[config.mk]
export PLATFORM = sky130hd
export DESIGN_NAME = trimmed_mean_distance_alarm_flat
export DESIGN_NICKNAME = d
export VERILOG_FILES = /design/src/hw/rtl/tmda_pkg.sv /design/src/hw/rtl/tmda_if.sv /design/src/hw/rtl/tmda_ram.sv /design/src/hw/rtl/tmda_divider.sv /design/src/hw/rtl/trimmed_mean_distance_alarm.sv /design/src/flat_wrapper.sv
export SDC_FILE = /design/constraint.sdc
export NUM_CORES = 1
export LEC_CHECK = 0
export BUFFER_PORTS_ARGS = -buffer_cell sky130_fd_sc_hd__buf_2
export CORE_MARGIN = 2
export CORE_UTILIZATION = 35
export DETAILED_ROUTE_END_ITERATION = 16
export GPL_TIMING_DRIVEN = 0
export RECOVER_POWER = 25
export SKIP_CTS_REPAIR_TIMING = 1
export SYNTH_ARGS = -nofsm -noshare
export SYNTH_HDL_FRONTEND = slang
export SYNTH_SLANG_ARGS = --single-unit
[constraint.sdc]
create_clock -name i_clk -period 6.8 [get_ports i_clk]
set_clock_uncertainty 0.2 [all_clocks]
set_input_delay 1.36 -clock i_clk [delete_from_list [all_inputs] [get_ports i_clk]]
set_output_delay 1.36 -clock i_clk [all_outputs]
set_load 0.05 [all_outputs]
[src/hw/rtl/tmda_pkg.sv]
// ----------------------------------------------------------------------------
// Trimmed-mean distance alarm package
// Shared widths, register indexes, reset values and state codes.
// ----------------------------------------------------------------------------
package tmda_pkg;

    localparam int SAMPLE_W  = 16;
    localparam int CFG_IDX_W = 3;
    localparam int CFG_DAT_W = 16;

    typedef enum logic [CFG_IDX_W-1:0] {
        CFG_THR_MODE   = 3'd0,
        CFG_THR_LOWER  = 3'd1,
        CFG_THR_UPPER  = 3'd2,
        CFG_LONG_RANGE = 3'd3,
        CFG_ALERT_EN   = 3'd4,
        CFG_VALID_MIN  = 3'd5,
        CFG_SHORT_MAX  = 3'd6,
        CFG_LONG_MAX   = 3'd7
    } t_cfg_idx;

    typedef enum logic [1:0] {
        MODE_BELOW   = 2'd0,
        MODE_ABOVE   = 2'd1,
        MODE_INSIDE  = 2'd2,
        MODE_OUTSIDE = 2'd3
    } t_thr_mode;

    typedef enum logic [2:0] {
        ST_IDLE,
        ST_WALK,
        ST_TRIM,
        ST_DIV,
        ST_CHECK
    } t_state;

    localparam t_thr_mode           RST_THR_MODE   = MODE_BELOW;
    localparam logic [SAMPLE_W-1:0] RST_THR_LOWER  = 16'd100;
    localparam logic [SAMPLE_W-1:0] RST_THR_UPPER  = 16'd1000;
    localparam logic                RST_LONG_RANGE = 1'b0;
    localparam logic                RST_ALERT_EN   = 1'b1;
    localparam logic [SAMPLE_W-1:0] RST_VALID_MIN  = 16'd40;
    localparam logic [SAMPLE_W-1:0] RST_SHORT_MAX  = 16'd1300;
    localparam logic [SAMPLE_W-1:0] RST_LONG_MAX   = 16'd4000;

    // Below this many samples the window mean is not trimmed.
    localparam int TRIM_MIN_COUNT = 4;
    localparam int TRIM_DROP      = 2;

endpackage

[src/hw/rtl/tmda_if.sv]
// ----------------------------------------------------------------------------
// Trimmed-mean distance alarm channels
// Valid/ready channels for samples, results and register writes.
// ----------------------------------------------------------------------------
interface tmda_sample_if import tmda_pkg::*; ();
    logic                valid;
    logic                ready;
    logic [SAMPLE_W-1:0] sample_mm;

    modport source (output valid, output sample_mm, input ready);
    modport sink   (input valid, input sample_mm, output ready);
endinterface

interface tmda_result_if import tmda_pkg::*; ();
    logic                valid;
    logic                ready;
    logic [SAMPLE_W-1:0] mean_mm;
    logic                ready_res;
    logic                out_of_range;
    logic                alarm;

    modport source (output valid, output mean_mm, output ready_res,
                    output out_of_range, output alarm, input ready);
    modport sink   (input valid, input mean_mm, input ready_res,
                    input out_of_range, input alarm, output ready);
endinterface

interface tmda_cfg_if import tmda_pkg::*; ();
    logic                 valid;
    logic                 ready;
    logic [CFG_IDX_W-1:0] index;
    logic [CFG_DAT_W-1:0] data;

    modport source (output valid, output index, output data, input ready);
    modport sink   (input valid, input index, input data, output ready);
endinterface

[src/hw/rtl/tmda_ram.sv]
// ----------------------------------------------------------------------------
// Generic single-port-write RAM
// One write port and one read port with a registered read.
// ----------------------------------------------------------------------------
module tmda_ram #(
    parameter int WIDTH = 16,
    parameter int DEPTH = 8,
    parameter int ADDR_W = (DEPTH > 1) ? $clog2(DEPTH) : 1
) (
    input  logic              i_clk,
    input  logic              i_we,
    input  logic [ADDR_W-1:0] i_waddr,
    input  logic [WIDTH-1:0]  i_wdata,
    input  logic              i_re,
    input  logic [ADDR_W-1:0] i_raddr,
    output logic [WIDTH-1:0]  o_rdata
);

    logic [WIDTH-1:0] r_mem [DEPTH];
    logic [WIDTH-1:0] r_rdata;

    always_ff @(posedge i_clk) begin
        if (i_we) begin
            r_mem[i_waddr] <= i_wdata;
        end
        if (i_re) begin
            r_rdata <= r_mem[i_raddr];
        end
    end

    assign o_rdata = r_rdata;

endmodule

[src/hw/rtl/tmda_divider.sv]
// ----------------------------------------------------------------------------
// Serial unsigned divider
// Restoring division, one quotient bit per cycle.
// ----------------------------------------------------------------------------
module tmda_divider #(
    parameter int DIVIDEND_W = 19,
    parameter int DIVISOR_W  = 4
) (
    input  logic                  i_clk,
    input  logic                  i_rst_n,
    input  logic                  i_start,
    input  logic [DIVIDEND_W-1:0] i_dividend,
    input  logic [DIVISOR_W-1:0]  i_divisor,
    output logic                  o_done,
    output logic [DIVIDEND_W-1:0] o_quotient
);

    localparam int CNT_W = $clog2(DIVIDEND_W + 1);

    logic                  r_busy;
    logic [CNT_W-1:0]      r_cnt;
    logic [DIVIDEND_W-1:0] r_dvd;
    logic [DIVISOR_W-1:0]  r_rem;
    logic [DIVISOR_W-1:0]  r_div;
    logic [DIVISOR_W:0]    trial;
    logic                  take;

    assign trial = {r_rem, r_dvd[DIVIDEND_W-1]};
    assign take  = (trial >= {1'b0, r_div});

    always_ff @(posedge i_clk) begin
        if (!i_rst_n) begin
            r_busy <= 1'b0;
            r_cnt  <= '0;
        end else if (i_start) begin
            r_busy <= 1'b1;
            r_cnt  <= CNT_W'(DIVIDEND_W);
        end else if (r_busy) begin
            if (r_cnt == '0) begin
                r_busy <= 1'b0;
            end else begin
                r_cnt <= r_cnt - 1'b1;
            end
        end
    end

    // The dividend register shifts out its top bit and takes in the quotient bit.
    always_ff @(posedge i_clk) begin
        if (i_start) begin
            r_dvd <= i_dividend;
            r_div <= i_divisor;
            r_rem <= '0;
        end else if (r_busy && (r_cnt != '0)) begin
            r_dvd <= {r_dvd[DIVIDEND_W-2:0], take};
            r_rem <= take ? DIVISOR_W'(trial - {1'b0, r_div}) : trial[DIVISOR_W-1:0];
        end
    end

    assign o_done     = r_busy && (r_cnt == '0);
    assign o_quotient = r_dvd;

endmodule

[src/hw/rtl/trimmed_mean_distance_alarm.sv]
// ----------------------------------------------------------------------------
// Trimmed-mean distance alarm
// Keeps a ring of recent distance samples in RAM, reports their mean, trimmed from
// four samples on, and drives a threshold alarm once a sample finds the window full.
// ----------------------------------------------------------------------------
//  Channel    Direction  Payload                                   Handshake
//  i_sample   in         sample_mm                                 valid/ready
//  o_result   out        mean_mm, ready_res, out_of_range, alarm   valid/ready
//  i_cfg      in         index, data (register write)              valid/ready
//
//  An item with one stored sample goes straight to the check step. Otherwise
//  it walks over the stored samples through the RAM read port and then runs
//  a serial division of the sum; the default window holds 8 samples.
//  Synchronous active-low reset clears control state and loads the register
//  reset values. The ring needs no clearing: only written entries are read.
//  A stalled result holds the next one in the check step; the next sample is
//  accepted as soon as a result has moved into the output register.
// ----------------------------------------------------------------------------
module trimmed_mean_distance_alarm
    import tmda_pkg::*;
#(
    parameter int WINDOW_DEPTH = 8
) (
    input  logic          i_clk,
    input  logic          i_rst_n,
    tmda_sample_if.sink   i_sample,
    tmda_result_if.source o_result,
    tmda_cfg_if.sink      i_cfg
);

    localparam int ADDR_W = (WINDOW_DEPTH > 1) ? $clog2(WINDOW_DEPTH) : 1;
    localparam int CNT_W  = $clog2(WINDOW_DEPTH + 1);
    localparam int SUM_W  = SAMPLE_W + $clog2(WINDOW_DEPTH);

    // Configuration registers
    t_thr_mode           r_thr_mode;
    logic [SAMPLE_W-1:0] r_thr_lower;
    logic [SAMPLE_W-1:0] r_thr_upper;
    logic                r_long_range;
    logic                r_alert_en;
    logic [SAMPLE_W-1:0] r_valid_min;
    logic [SAMPLE_W-1:0] r_short_max;
    logic [SAMPLE_W-1:0] r_long_max;

    // Control and working state
    t_state              r_state;
    t_state              n_state;
    logic [ADDR_W-1:0]   r_wr_slot;
    logic [CNT_W-1:0]    r_fill;
    logic                r_ready_flag;
    logic                r_range_fault;
    logic                r_alarm_flag;
    logic [CNT_W-1:0]    r_rd_idx;
    logic                r_rd_vld;
    logic                r_first;
    logic [SUM_W-1:0]    r_sum;
    logic [SAMPLE_W-1:0] r_lo;
    logic [SAMPLE_W-1:0] r_hi;
    logic [SAMPLE_W-1:0] r_mean;

    // Output register
    logic                r_out_vld;
    logic [SAMPLE_W-1:0] r_out_mean;
    logic                r_out_ready;
    logic                r_out_range;
    logic                r_out_alarm;

    // Control strobes
    logic                in_fire;
    logic                rd_issue;
    logic                div_start;
    logic                out_load;

    logic [SAMPLE_W-1:0] ram_rdata;
    logic                div_done;
    logic [SUM_W-1:0]    div_quot;
    logic [SUM_W-1:0]    trim_sum;
    logic [CNT_W-1:0]    trim_div;

    logic [SAMPLE_W-1:0] range_limit;
    logic                range_bad;
    logic                thr_hit;
    logic                n_range_fault;
    logic                n_alarm_flag;

    assign i_cfg.ready = 1'b1;

    // ------------------------------------------------------------------
    // Configuration writes
    // ------------------------------------------------------------------
    always_ff @(posedge i_clk) begin
        if (!i_rst_n) begin
            r_thr_mode   <= RST_THR_MODE;
            r_thr_lower  <= RST_THR_LOWER;
            r_thr_upper  <= RST_THR_UPPER;
            r_long_range <= RST_LONG_RANGE;
            r_alert_en   <= RST_ALERT_EN;
            r_valid_min  <= RST_VALID_MIN;
            r_short_max  <= RST_SHORT_MAX;
            r_long_max   <= RST_LONG_MAX;
        end else if (i_cfg.valid && i_cfg.ready) begin
            unique case (t_cfg_idx'(i_cfg.index))
                CFG_THR_MODE:   r_thr_mode   <= t_thr_mode'(i_cfg.data[1:0]);
                CFG_THR_LOWER:  r_thr_lower  <= i_cfg.data[SAMPLE_W-1:0];
                CFG_THR_UPPER:  r_thr_upper  <= i_cfg.data[SAMPLE_W-1:0];
                CFG_LONG_RANGE: r_long_range <= i_cfg.data[0];
                CFG_ALERT_EN:   r_alert_en   <= i_cfg.data[0];
                CFG_VALID_MIN:  r_valid_min  <= i_cfg.data[SAMPLE_W-1:0];
                CFG_SHORT_MAX:  r_short_max  <= i_cfg.data[SAMPLE_W-1:0];
                CFG_LONG_MAX:   r_long_max   <= i_cfg.data[SAMPLE_W-1:0];
            endcase
        end
    end

    // ------------------------------------------------------------------
    // Sample ring and divider
    // ------------------------------------------------------------------
    tmda_ram #(
        .WIDTH (SAMPLE_W),
        .DEPTH (WINDOW_DEPTH),
        .ADDR_W(ADDR_W)
    ) u_ring (
        .i_clk  (i_clk),
        .i_we   (in_fire),
        .i_waddr(r_wr_slot),
        .i_wdata(i_sample.sample_mm),
        .i_re   (rd_issue),
        .i_raddr(r_rd_idx[ADDR_W-1:0]),
        .o_rdata(ram_rdata)
    );

    // Drop one minimum and one maximum once the window holds enough samples.
    always_comb begin
        if (r_fill >= CNT_W'(TRIM_MIN_COUNT)) begin
            trim_sum = r_sum - SUM_W'(r_lo) - SUM_W'(r_hi);
            trim_div = r_fill - CNT_W'(TRIM_DROP);
        end else begin
            trim_sum = r_sum;
            trim_div = r_fill;
        end
    end

    tmda_divider #(
        .DIVIDEND_W(SUM_W),
        .DIVISOR_W (CNT_W)
    ) u_div (
        .i_clk     (i_clk),
        .i_rst_n   (i_rst_n),
        .i_start   (div_start),
        .i_dividend(trim_sum),
        .i_divisor (trim_div),
        .o_done    (div_done),
        .o_quotient(div_quot)
    );

    // ------------------------------------------------------------------
    // Sequencer
    // ------------------------------------------------------------------
    always_comb begin
        n_state = r_state;
        unique case (r_state)
            ST_IDLE: begin
                if (in_fire) begin
                    n_state = (r_fill == '0) ? ST_CHECK : ST_WALK;
                end
            end
            ST_WALK: begin
                if ((r_rd_idx == r_fill) && !r_rd_vld) begin
                    n_state = ST_TRIM;
                end
            end
            ST_TRIM: begin
                n_state = ST_DIV;
            end
            ST_DIV: begin
                if (div_done) begin
                    n_state = ST_CHECK;
                end
            end
            ST_CHECK: begin
                if (out_load) begin
                    n_state = ST_IDLE;
                end
            end
            default: begin
                n_state = ST_IDLE;
            end
        endcase
    end

    always_comb begin
        i_sample.ready = (r_state == ST_IDLE);
        rd_issue       = (r_state == ST_WALK) && (r_rd_idx < r_fill);
        div_start      = (r_state == ST_TRIM);
        out_load       = (r_state == ST_CHECK) && (!r_out_vld || o_result.ready);
    end

    assign in_fire = i_sample.valid && i_sample.ready;

    always_ff @(posedge i_clk) begin
        if (!i_rst_n) begin
            r_state <= ST_IDLE;
        end else begin
            r_state <= n_state;
        end
    end

    // ------------------------------------------------------------------
    // Window bookkeeping
    // ------------------------------------------------------------------
    always_ff @(posedge i_clk) begin
        if (!i_rst_n) begin
            r_wr_slot    <= '0;
            r_fill       <= '0;
            r_ready_flag <= 1'b0;
            r_rd_vld     <= 1'b0;
            r_rd_idx     <= '0;
        end else begin
            r_rd_vld <= rd_issue;
            if (in_fire) begin
                r_wr_slot <= (r_wr_slot == ADDR_W'(WINDOW_DEPTH - 1)) ? '0
                                                                    : r_wr_slot + 1'b1;
                if (r_fill < CNT_W'(WINDOW_DEPTH)) begin
                    r_fill <= r_fill + 1'b1;
                end else begin
                    r_ready_flag <= 1'b1;
                end
                r_rd_idx <= '0;
            end else if (rd_issue) begin
                r_rd_idx <= r_rd_idx + 1'b1;
            end
        end
    end

    // Mean, and sum, minimum and maximum over stored samples, seeded by entry zero.
    always_ff @(posedge i_clk) begin
        if (in_fire) begin
            r_first <= 1'b1;
            r_mean  <= i_sample.sample_mm;
        end else if (r_rd_vld) begin
            r_first <= 1'b0;
            if (r_first) begin
                r_sum <= SUM_W'(ram_rdata);
                r_lo  <= ram_rdata;
                r_hi  <= ram_rdata;
            end else begin
                r_sum <= r_sum + SUM_W'(ram_rdata);
                if (ram_rdata < r_lo) begin
                    r_lo <= ram_rdata;
                end
                if (ram_rdata > r_hi) begin
                    r_hi <= ram_rdata;
                end
            end
        end else if (div_done) begin
            r_mean <= div_quot[SAMPLE_W-1:0];
        end
    end

    // ------------------------------------------------------------------
    // Range and threshold check
    // ------------------------------------------------------------------
    always_comb begin
        range_limit = r_long_range ? r_long_max : r_short_max;
        range_bad   = (r_mean < r_valid_min) || (r_mean > range_limit);
        unique case (r_thr_mode)
            MODE_BELOW:   thr_hit = (r_mean < r_thr_lower);
            MODE_ABOVE:   thr_hit = (r_mean > r_thr_upper);
            MODE_INSIDE:  thr_hit = (r_mean > r_thr_lower) && (r_mean < r_thr_upper);
            MODE_OUTSIDE: thr_hit = (r_mean < r_thr_lower) || (r_mean > r_thr_upper);
        endcase
        n_range_fault = r_range_fault;
        n_alarm_flag  = r_alarm_flag;
        if (r_ready_flag) begin
            if (range_bad) begin
                n_range_fault = 1'b1;
                n_alarm_flag  = 1'b0;
            end else begin
                n_range_fault = 1'b0;
                if (!thr_hit) begin
                    n_alarm_flag = 1'b0;
                end else if (r_alert_en) begin
                    n_alarm_flag = 1'b1;
                end
            end
        end
    end

    always_ff @(posedge i_clk) begin
        if (!i_rst_n) begin
            r_range_fault <= 1'b0;
            r_alarm_flag  <= 1'b0;
            r_out_vld     <= 1'b0;
        end else begin
            if (out_load) begin
                r_range_fault <= n_range_fault;
                r_alarm_flag  <= n_alarm_flag;
                r_out_vld     <= 1'b1;
            end else if (o_result.ready) begin
                r_out_vld <= 1'b0;
            end
        end
    end

    always_ff @(posedge i_clk) begin
        if (out_load) begin
            r_out_mean  <= r_mean;
            r_out_ready <= r_ready_flag;
            r_out_range <= n_range_fault;
            r_out_alarm <= n_alarm_flag;
        end
    end

    assign o_result.valid        = r_out_vld;
    assign o_result.mean_mm      = r_out_mean;
    assign o_result.ready_res    = r_out_ready;
    assign o_result.out_of_range = r_out_range;
    assign o_result.alarm        = r_out_alarm;

    // ------------------------------------------------------------------
    // Assertions
    // ------------------------------------------------------------------
    a_fill_bound: assert property (@(posedge i_clk) disable iff (!i_rst_n)
        (r_fill <= CNT_W'(WINDOW_DEPTH)) && (r_rd_idx <= r_fill))
        else $error("fill count or read index beyond the window");

    a_ready_sticky: assert property (@(posedge i_clk) disable iff (!i_rst_n)
        r_ready_flag |=> r_ready_flag)
        else $error("ready flag dropped");

    a_ready_full: assert property (@(posedge i_clk) disable iff (!i_rst_n)
        r_ready_flag |-> (r_fill == CNT_W'(WINDOW_DEPTH)))
        else $error("ready flag set before the window filled");

    a_fault_alarm_excl: assert property (@(posedge i_clk) disable iff (!i_rst_n)
        r_out_vld |-> !(r_out_range && r_out_alarm))
        else $error("range fault and alarm reported together");

endmodule
[src/flat_wrapper.sv]
// flat-port wrapper written by rule: the top's interface ports become plain ports
module trimmed_mean_distance_alarm_flat import tmda_pkg::*;
#(
    parameter int WINDOW_DEPTH = 8
)
  (i_clk, i_rst_n, i_sample_valid, i_sample_sample_mm, i_sample_ready, o_result_valid, o_result_mean_mm, o_result_ready_res, o_result_out_of_range, o_result_alarm, o_result_ready, i_cfg_valid, i_cfg_index, i_cfg_data, i_cfg_ready);
  tmda_sample_if i_sample_i ();
  tmda_result_if o_result_i ();
  tmda_cfg_if i_cfg_i ();
  input  logic i_clk;
  input  logic i_rst_n;
  input wire logic [$bits(i_sample_i.valid)-1:0] i_sample_valid;
  input wire logic [$bits(i_sample_i.sample_mm)-1:0] i_sample_sample_mm;
  output wire logic [$bits(i_sample_i.ready)-1:0] i_sample_ready;
  output wire logic [$bits(o_result_i.valid)-1:0] o_result_valid;
  output wire logic [$bits(o_result_i.mean_mm)-1:0] o_result_mean_mm;
  output wire logic [$bits(o_result_i.ready_res)-1:0] o_result_ready_res;
  output wire logic [$bits(o_result_i.out_of_range)-1:0] o_result_out_of_range;
  output wire logic [$bits(o_result_i.alarm)-1:0] o_result_alarm;
  input wire logic [$bits(o_result_i.ready)-1:0] o_result_ready;
  input wire logic [$bits(i_cfg_i.valid)-1:0] i_cfg_valid;
  input wire logic [$bits(i_cfg_i.index)-1:0] i_cfg_index;
  input wire logic [$bits(i_cfg_i.data)-1:0] i_cfg_data;
  output wire logic [$bits(i_cfg_i.ready)-1:0] i_cfg_ready;
  assign i_sample_i.valid = i_sample_valid;
  assign i_sample_i.sample_mm = i_sample_sample_mm;
  assign i_sample_ready = i_sample_i.ready;
  assign o_result_valid = o_result_i.valid;
  assign o_result_mean_mm = o_result_i.mean_mm;
  assign o_result_ready_res = o_result_i.ready_res;
  assign o_result_out_of_range = o_result_i.out_of_range;
  assign o_result_alarm = o_result_i.alarm;
  assign o_result_i.ready = o_result_ready;
  assign i_cfg_i.valid = i_cfg_valid;
  assign i_cfg_i.index = i_cfg_index;
  assign i_cfg_i.data = i_cfg_data;
  assign i_cfg_ready = i_cfg_i.ready;
  trimmed_mean_distance_alarm #(.WINDOW_DEPTH(WINDOW_DEPTH)) u_core (.i_clk(i_clk), .i_rst_n(i_rst_n), .i_sample(i_sample_i), .o_result(o_result_i), .i_cfg(i_cfg_i));
endmodule
Word level (Yosys, flattened, before mapping)
Memories as Yosys holds them, arrays and structs flattened. A register that Yosys moved wholly into a read port is not among the register bits.
Cells that the tools add are included.
Storage, ports and cells
  register bits: 223
  RAM bits: 128
  logic and storage cells: 162
  memories: 1
Memory list
  u_core.u_ring.r_mem: depth 8, width 16, read ports 1, clocked after memory_dff 1, write ports 1, line tmda_ram.sv:19  | logic [WIDTH-1:0] r_mem [DEPTH];
Operators by class
  add/subtract/negate cells: 9
  $lt $le $gt $ge: 12
  equality and inequality tests: 22
  muxes and demuxes: 38
  bitwise logic cells: 4
  reductions and logical operators: 43
Operator list (number)
  16-bit two-way mux: 9
  16-bit greater-than comparator: 4
  16-bit < comparator: 4
  19-bit two-way mux: 3
  19-bit by 16-bit subtractor with 19-bit output: 2
  2-bit AND reduction: 14
  19-bit by 16-bit adder with 19-bit output: 1
  3-bit == test (second input constant): 6
  3-bit two-way mux: 6
  5-bit two-way mux: 3
  3-bit one-hot mux with 5 select lines: 1
  1-bit two-way mux: 13
  3-bit by 2-bit == test with 1-bit output (second input constant): 4
  2-bit nonzero test: 6
  4-bit by 1-bit adder with 4-bit output (second input constant): 2
  4-bit two-way mux: 2
  2-bit by 1-bit != test with 1-bit output (second input constant): 4
  1-bit logical AND: 7
  3-bit by 1-bit == test with 1-bit output (second input constant): 2
  3-bit zero test: 2
  3-bit AND reduction: 2
  5-bit by 4-bit greater-or-equal comparator with 1-bit output: 1
  5-bit zero test: 1
  5-bit nonzero test: 1
  other kinds (19): 28

Depth between registers and ports, before layout
  word-level depth: 6
  mapped depth: 12

By module
Synthesis repeated with hierarchy kept, for this count alone.
Unflattened totals
  cells, all modules: 1602
  area total of the unflattened synthesis: 18702.9 sq um
Modules (own cells, without submodules)
  trimmed_mean_distance_alarm: times used 1, cells each 1270, area each 11687.5 sq um, sequential area each 4664.5 sq um
  tmda_ram: times used 1, cells each 214, area each 5454.0 sq um, sequential area each 4324.1 sq um
  tmda_divider: times used 1, cells each 118, area each 1561.5 sq um, sequential area each 890.9 sq um

Worst setup path after synthesis
OpenSTA, ideal clock, no wires.
  kind: register -> register
  from: register u_core.r_state[2]
  to: memory u_core.u_ring.r_mem[0][0] (enable)
  setup time: 0.430 ns
  data arrival time: 3.773 ns
  data required time: 6.170 ns
  setup slack: 2.397 ns
  stages on the path, launching flop included: 6
  buffers on the path: 2
  clock period less this slack: 4.403 ns
  path through: dfxtp_1 > clkbuf_1 > nor3_1 > nand2_1 > clkbuf_1 > nor4_1
On the way
  longest elaborated chain between the ends: 4
RTL lines
  from (decl): line trimmed_mean_distance_alarm.sv:46  | t_state r_state;
  from (signal assigned): line trimmed_mean_distance_alarm.sv:204  | r_state <= n_state;
  3-bit zero test: line trimmed_mean_distance_alarm.sv:192  | i_sample.ready = (r_state == ST_IDLE);
  via i_sample_ready: line flat_wrapper.sv:14  | output wire logic [$bits(i_sample_i.ready)-1:0] i_sample_ready;
  1-bit logical AND: line trimmed_mean_distance_alarm.sv:198  | assign in_fire = i_sample.valid && i_sample.ready;
  1-bit two-way mux: line tmda_ram.sv:23  | if (i_we) begin
  1-bit two-way mux (not written as such): line tmda_ram.sv:24  | r_mem[i_waddr] <= i_wdata;
  to (decl): line tmda_ram.sv:19
The timed path passes the listed nets, and every way through them passes these cells.

Worst setup path after layout
  from: input i_sample_valid
  to: register u_core.r_hi[14] (enable)
On the way
  longest elaborated chain between the ends: 3
RTL lines
  from (decl): line flat_wrapper.sv:12  | input wire logic [$bits(i_sample_i.valid)-1:0] i_sample_valid;
  1-bit logical AND: line trimmed_mean_distance_alarm.sv:198
  1-bit inverter (no source line)
  3-bit AND reduction (no source line)
  to (signal assigned): line trimmed_mean_distance_alarm.sv:245  | r_hi <= ram_rdata;
  to (signal assigned): line trimmed_mean_distance_alarm.sv:252  | r_hi <= ram_rdata;
  to (decl): line trimmed_mean_distance_alarm.sv:58  | logic [SAMPLE_W-1:0] r_hi;
Every way passes these cells.
A chain may end at the register's enable or synchronous reset.

==> flow_summary.html <==
<table>
<tr><th>Metric</th><th>Value</th></tr>
<tr><th colspan="2">Min path</th></tr>
<tr><td>Instance count along the most critical hold path</td><td>2</td></tr>
<tr><td>Start point of the worst hold path</td><td>u_core.u_div.r_rem[3]</td></tr>
<tr><td>Hold-critical path endpoint</td><td>u_core.u_div.r_rem[3]</td></tr>
<tr><td>Class of the most critical hold timing path</td><td>register to register</td></tr>
<tr><th colspan="2">Final layout</th></tr>
<tr><td>Proportion of layout cells with a drive suffix above 1</td><td>11.8%</td></tr>
<tr><td>Multi-input gate area</td><td>8010 um2</td></tr>
<tr><td>Filler cell count in the final layout</td><td>4904</td></tr>
<tr><td>Layout-stage area growth over the synthesis result</td><td>14.9%</td></tr>
<tr><td>Final net count</td><td>1920</td></tr>
<tr><td>FF/Latch Area</td><td>9880 um2</td></tr>
<tr><td>Design Area, Final</td><td>21200 um2</td></tr>
<tr><td>Share of the core filled with cells</td><td>40.5%</td></tr>
<tr><th colspan="2">STA</th></tr>
<tr><td>Peak clock frequency supported by timing</td><td>244 MHz</td></tr>
<tr><td>Pins over their slew limit</td><td>0</td></tr>
<tr><td>Share of the clock period used by the worst path after layout</td><td>60.3%</td></tr>
<tr><td>Post-layout min period</td><td>4.10 ns</td></tr>
<tr><td>Final setup violation count</td><td>0</td></tr>
<tr><td>Total negative setup slack</td><td>0 ns</td></tr>
<tr><td>Slew headroom</td><td>9.06%</td></tr>
<tr><td>Transition time at the pin with the least slew margin</td><td>1.36 ns</td></tr>
<tr><td>Setup repair after global routing missed its margin</td><td>no</td></tr>
<tr><td>Final Hold Fails</td><td>0</td></tr>
<tr><th colspan="2">Synth</th></tr>
<tr><td>Syn avg cell area</td><td>11.5 um2</td></tr>
<tr><td>List of most frequent post-synthesis cells</td><td>sky130_fd_sc_hd__nand2_1 (276), sky130_fd_sc_hd__edfxtp_1 (253), sky130_fd_sc_hd__ha_1 (144)</td></tr>
<tr><td>Share of flip-flops with an asynchronous set or reset</td><td>0%</td></tr>
<tr><td>Post-synth EDFFs</td><td>253</td></tr>
<tr><td>Mapped cell area</td><td>18500 um2</td></tr>
<tr><td>Unique masters post-synth</td><td>72</td></tr>
<tr><td>Leading cell type by number of instances after synthesis</td><td>sky130_fd_sc_hd__nand2_1</td></tr>
<tr><td>Proportion of synthesized chip area in sequential cells</td><td>53.4%</td></tr>
<tr><td>Ys Warns</td><td>0</td></tr>
<tr><td>Most instantiated flip-flop cell in the synthesis netlist</td><td>sky130_fd_sc_hd__edfxtp_1</td></tr>
<tr><td>Syn_nets</td><td>1804</td></tr>
<tr><td>Dominant cell type by area after synthesis</td><td>sky130_fd_sc_hd__edfxtp_1</td></tr>
<tr><td>Leading post-synthesis cells by cell area</td><td>sky130_fd_sc_hd__edfxtp_1 (41%), sky130_fd_sc_hd__dfxtp_1 (12%), sky130_fd_sc_hd__ha_1 (9.7%)</td></tr>
<tr><td>Top-area cell type share of the netlist area</td><td>41.1%</td></tr>
<tr><td>Number of standard cells after synthesis</td><td>1602</td></tr>
<tr><td>Synthesized flop and latch total</td><td>367</td></tr>
<tr><th colspan="2">Job</th></tr>
<tr><td>Max-cap violations</td><td>0</td></tr>
<tr><th colspan="2">Floorplan</th></tr>
<tr><td>Die height</td><td>234 um</td></tr>
<tr><td>Die Span X</td><td>234 um</td></tr>
<tr><td>Starting Density</td><td>35.3%</td></tr>
<tr><td>Count of boundary I/O pins</td><td>62</td></tr>
<tr><td>Placeable core region</td><td>52400 um2</td></tr>
<tr><td>FP Rows</td><td>84</td></tr>
<tr><td>Die footprint</td><td>54700 um2</td></tr>
<tr><th colspan="2">GRT</th></tr>
<tr><td>Largest net degree at the start of global routing</td><td>24</td></tr>
<tr><td>GRT Total Usage</td><td>16.9%</td></tr>
<tr><td>Overall overflow remaining after global route</td><td>0</td></tr>
<tr><td>Number of global-route vias before repair</td><td>12100</td></tr>
<tr><td>Global-route wire length before repair</td><td>70500 um</td></tr>
<tr><td>Antenna violations before repair</td><td>2</td></tr>
<tr><th colspan="2">Critical path</th></tr>
<tr><td>CP endpoint kind</td><td>register</td></tr>
<tr><td>Maximum net fanout on the critical path</td><td>21</td></tr>
<tr><td>Crit Reg-Reg Endpoint</td><td>u_core.r_hi[14]</td></tr>
<tr><td>Critical path startpoint category</td><td>primary input</td></tr>
<tr><td>Startpoint of the most critical register-to-register path</td><td>u_core.r_state[1]</td></tr>
<tr><td>Logic depth of the worst register-to-register path</td><td>8</td></tr>
<tr><td>R2r setup slk</td><td>2.74 ns</td></tr>
<tr><td>Data arrival time of the critical path</td><td>4.17 ns</td></tr>
<tr><td>Critical path type</td><td>primary input to register</td></tr>
<tr><td>Required arrival time at the worst endpoint</td><td>6.87 ns</td></tr>
<tr><th colspan="2">Clock network</th></tr>
<tr><td>Clock sink count</td><td>367</td></tr>
<tr><td>Clock slew at the register clock pins of the worst setup and hold paths</td><td>0.05 ns</td></tr>
<tr><td>Clock root cell</td><td>sky130_fd_sc_hd__clkbuf_16</td></tr>
<tr><td>Clock Latency Late Sink</td><td>0.57 ns</td></tr>
<tr><td>Number of buffers added by the clock tree synthesis step</td><td>42</td></tr>
<tr><td>Clock tree from TritonCTS</td><td>yes</td></tr>
<tr><td>H-tree levels</td><td>2</td></tr>
<tr><td>Clock tree buffer depth</td><td>3</td></tr>
<tr><th colspan="2">Placed design</th></tr>
<tr><td>Final RePlAce weighted congestion</td><td>0.845</td></tr>
<tr><td>HPWL reported at the end of detailed placement</td><td>34200 um</td></tr>
<tr><td>Placed cell area</td><td>19900 um2</td></tr>
<tr><td>Number of buffers inserted by port buffering</td><td>56</td></tr>
<tr><th colspan="2">Drt</th></tr>
<tr><td>Violation count after the first detailed-routing iteration</td><td>924</td></tr>
<tr><td>Detail-routed net length per standard cell</td><td>18.8 um</td></tr>
<tr><td>ANT nets after route</td><td>0</td></tr>
<tr><td>Mean number of vias per cell</td><td>5.14</td></tr>
<tr><td>DRC violation count after routing</td><td>0</td></tr>
<tr><td>Routed via count</td><td>12600</td></tr>
<tr><td>First-pass iteration count of the detailed router</td><td>5</td></tr>
<tr><td>Total detailed-routing wirelength</td><td>45900 um</td></tr>
<tr><th colspan="2">Power and ir drop</th></tr>
<tr><td>Total power after layout</td><td>6.78 mW</td></tr>
<tr><td>Pwr per Cell Area</td><td>319 nW/um2</td></tr>
<tr><td>Worst ir drop on vdd</td><td>194 uV</td></tr>
<tr><td>Standby leakage power</td><td>7.86 nW</td></tr>
<tr><th colspan="2">Outcome</th></tr>
<tr><td>Outcome</td><td>finished, final reports clean</td></tr>
</table>
layout make-up:
class                           count  area share, %
Sequential cell                   367           46.5
Multi-Input combinational cell   1066           37.7
Clock buffer                       59           5.74
Tap cell                          688           4.05
Timing Repair Buffer               72           2.16
Inverter                          109           1.93
Buffer                             60           1.10
Clock inverter                     19          0.819
Antenna cell                        1         0.0118
placed cells by master (no fill, tap or decap), drive strengths merged, types with 6 or more instances in the layout:
cell type	n
and2	8
a211oi	11
o21a	11
buf	65
fa	18
mux2	18
a21oi	69
a21o	19
nand3	30
ha	144
o31ai	6
nor2	48
nor3	19
nor2b	24
mux2i	28
or2	6
edfxtp	253
dfxtp	114
o211ai	17
xnor2	17
mux4	32
a21boi	69
and3	6
inv	109
nand2b	18
nand4	21
nand2	276
xor2	21
clkbuf	126
clkinv	15
a31oi	8
o21ai	65
power by group:
part           switching (mW)  internal [mW]  total (mW)
logic                    1.02          0.573        1.59
registers               0.200           2.71        2.91
clock network           0.910           1.36        2.27
sequential cells by signal, summed over array words and instances (netlist names), 2 cells and up:
signal,flops
u_core.o_result.mean_mm,16
u_core.r_fill,4
u_core.r_hi,16
u_core.r_lo,16
u_core.r_long_max,16
u_core.r_mean,16
u_core.r_rd_idx,4
u_core.r_short_max,16
u_core.r_state,3
u_core.r_sum,19
u_core.r_thr_lower,16
u_core.r_thr_mode,2
u_core.r_thr_upper,16
u_core.r_valid_min,16
u_core.r_wr_slot,3
u_core.u_div.o_quotient,19
u_core.u_div.r_cnt,5
u_core.u_div.r_div,4
u_core.u_div.r_rem,4
u_core.u_ring.o_rdata,16
u_core.u_ring.r_mem,128
critical path: stages:
cell	delay, ns
sky130_fd_sc_hd__buf_2	0.11
sky130_fd_sc_hd__nand2_1	0.18
sky130_fd_sc_hd__clkbuf_1	0.45
sky130_fd_sc_hd__and2_1	1.03
sky130_fd_sc_hd__o21ai_0	0.31
sky130_fd_sc_hd__a21oi_2	0.49
sky130_fd_sc_hd__buf_8	0.22
cells by family (layout without fill, tap and decap cells):
group,count (synthesis),in the layout,share of synthesized area [%]
flip-flops,367,367,53.4
AND/OR/NAND/NOR,480,480,11.7
buffers and inverters,169,319,3.47
AO/OA/AOI/OAI,307,307,11.4
XOR/XNOR,38,38,1.80
multiplexers,78,78,6.51
other,1,2,0.0203
adder cells (fa/ha/maj),162,162,11.7
per-layer routing:
metal | part of all wire, % | up-vias | global-route usage [%]
met5 | 0.030 | - | 0
met3 | 5.1 | 62 | 2.54
li1 | - | 6030 | -
met1 | 46 | 6170 | 23.6
met2 | 46 | 290 | 27.0
met4 | 2.2 | 2 | 5.18
worst max-delay path by stage:
stage	start	endpoint	slack, ns	cells past startpoint
finish	i_sample_valid	u_core.r_hi[14]	2.70	7
global route	u_core.r_state[1]	u_core.r_hi[12]	2.48	8
CTS	i_sample_valid	u_core.r_hi[14]	2.73	7
detailed placement	i_sample_valid	u_core.r_hi[15]	2.15	7
global placement	i_sample_valid	u_core.u_ring.r_mem[0][12]	0.97	4
floorplan	u_core.r_state[2]	u_core.u_ring.r_mem[0][0]	2.40	5
through the flow:
stage	worst slack [ns]	instances	hold WS (ns)
5_1_grt	2.48	2441	0.277
6_report	2.70	2441	0.257
2_1_floorplan	2.40	1602	0.237
3_3_place_gp	0.967	2346	0.244
4_1_cts	2.73	2440	0.262
3_5_place_dp	2.15	2362	0.254
Power figures use the tool's default switching activity.
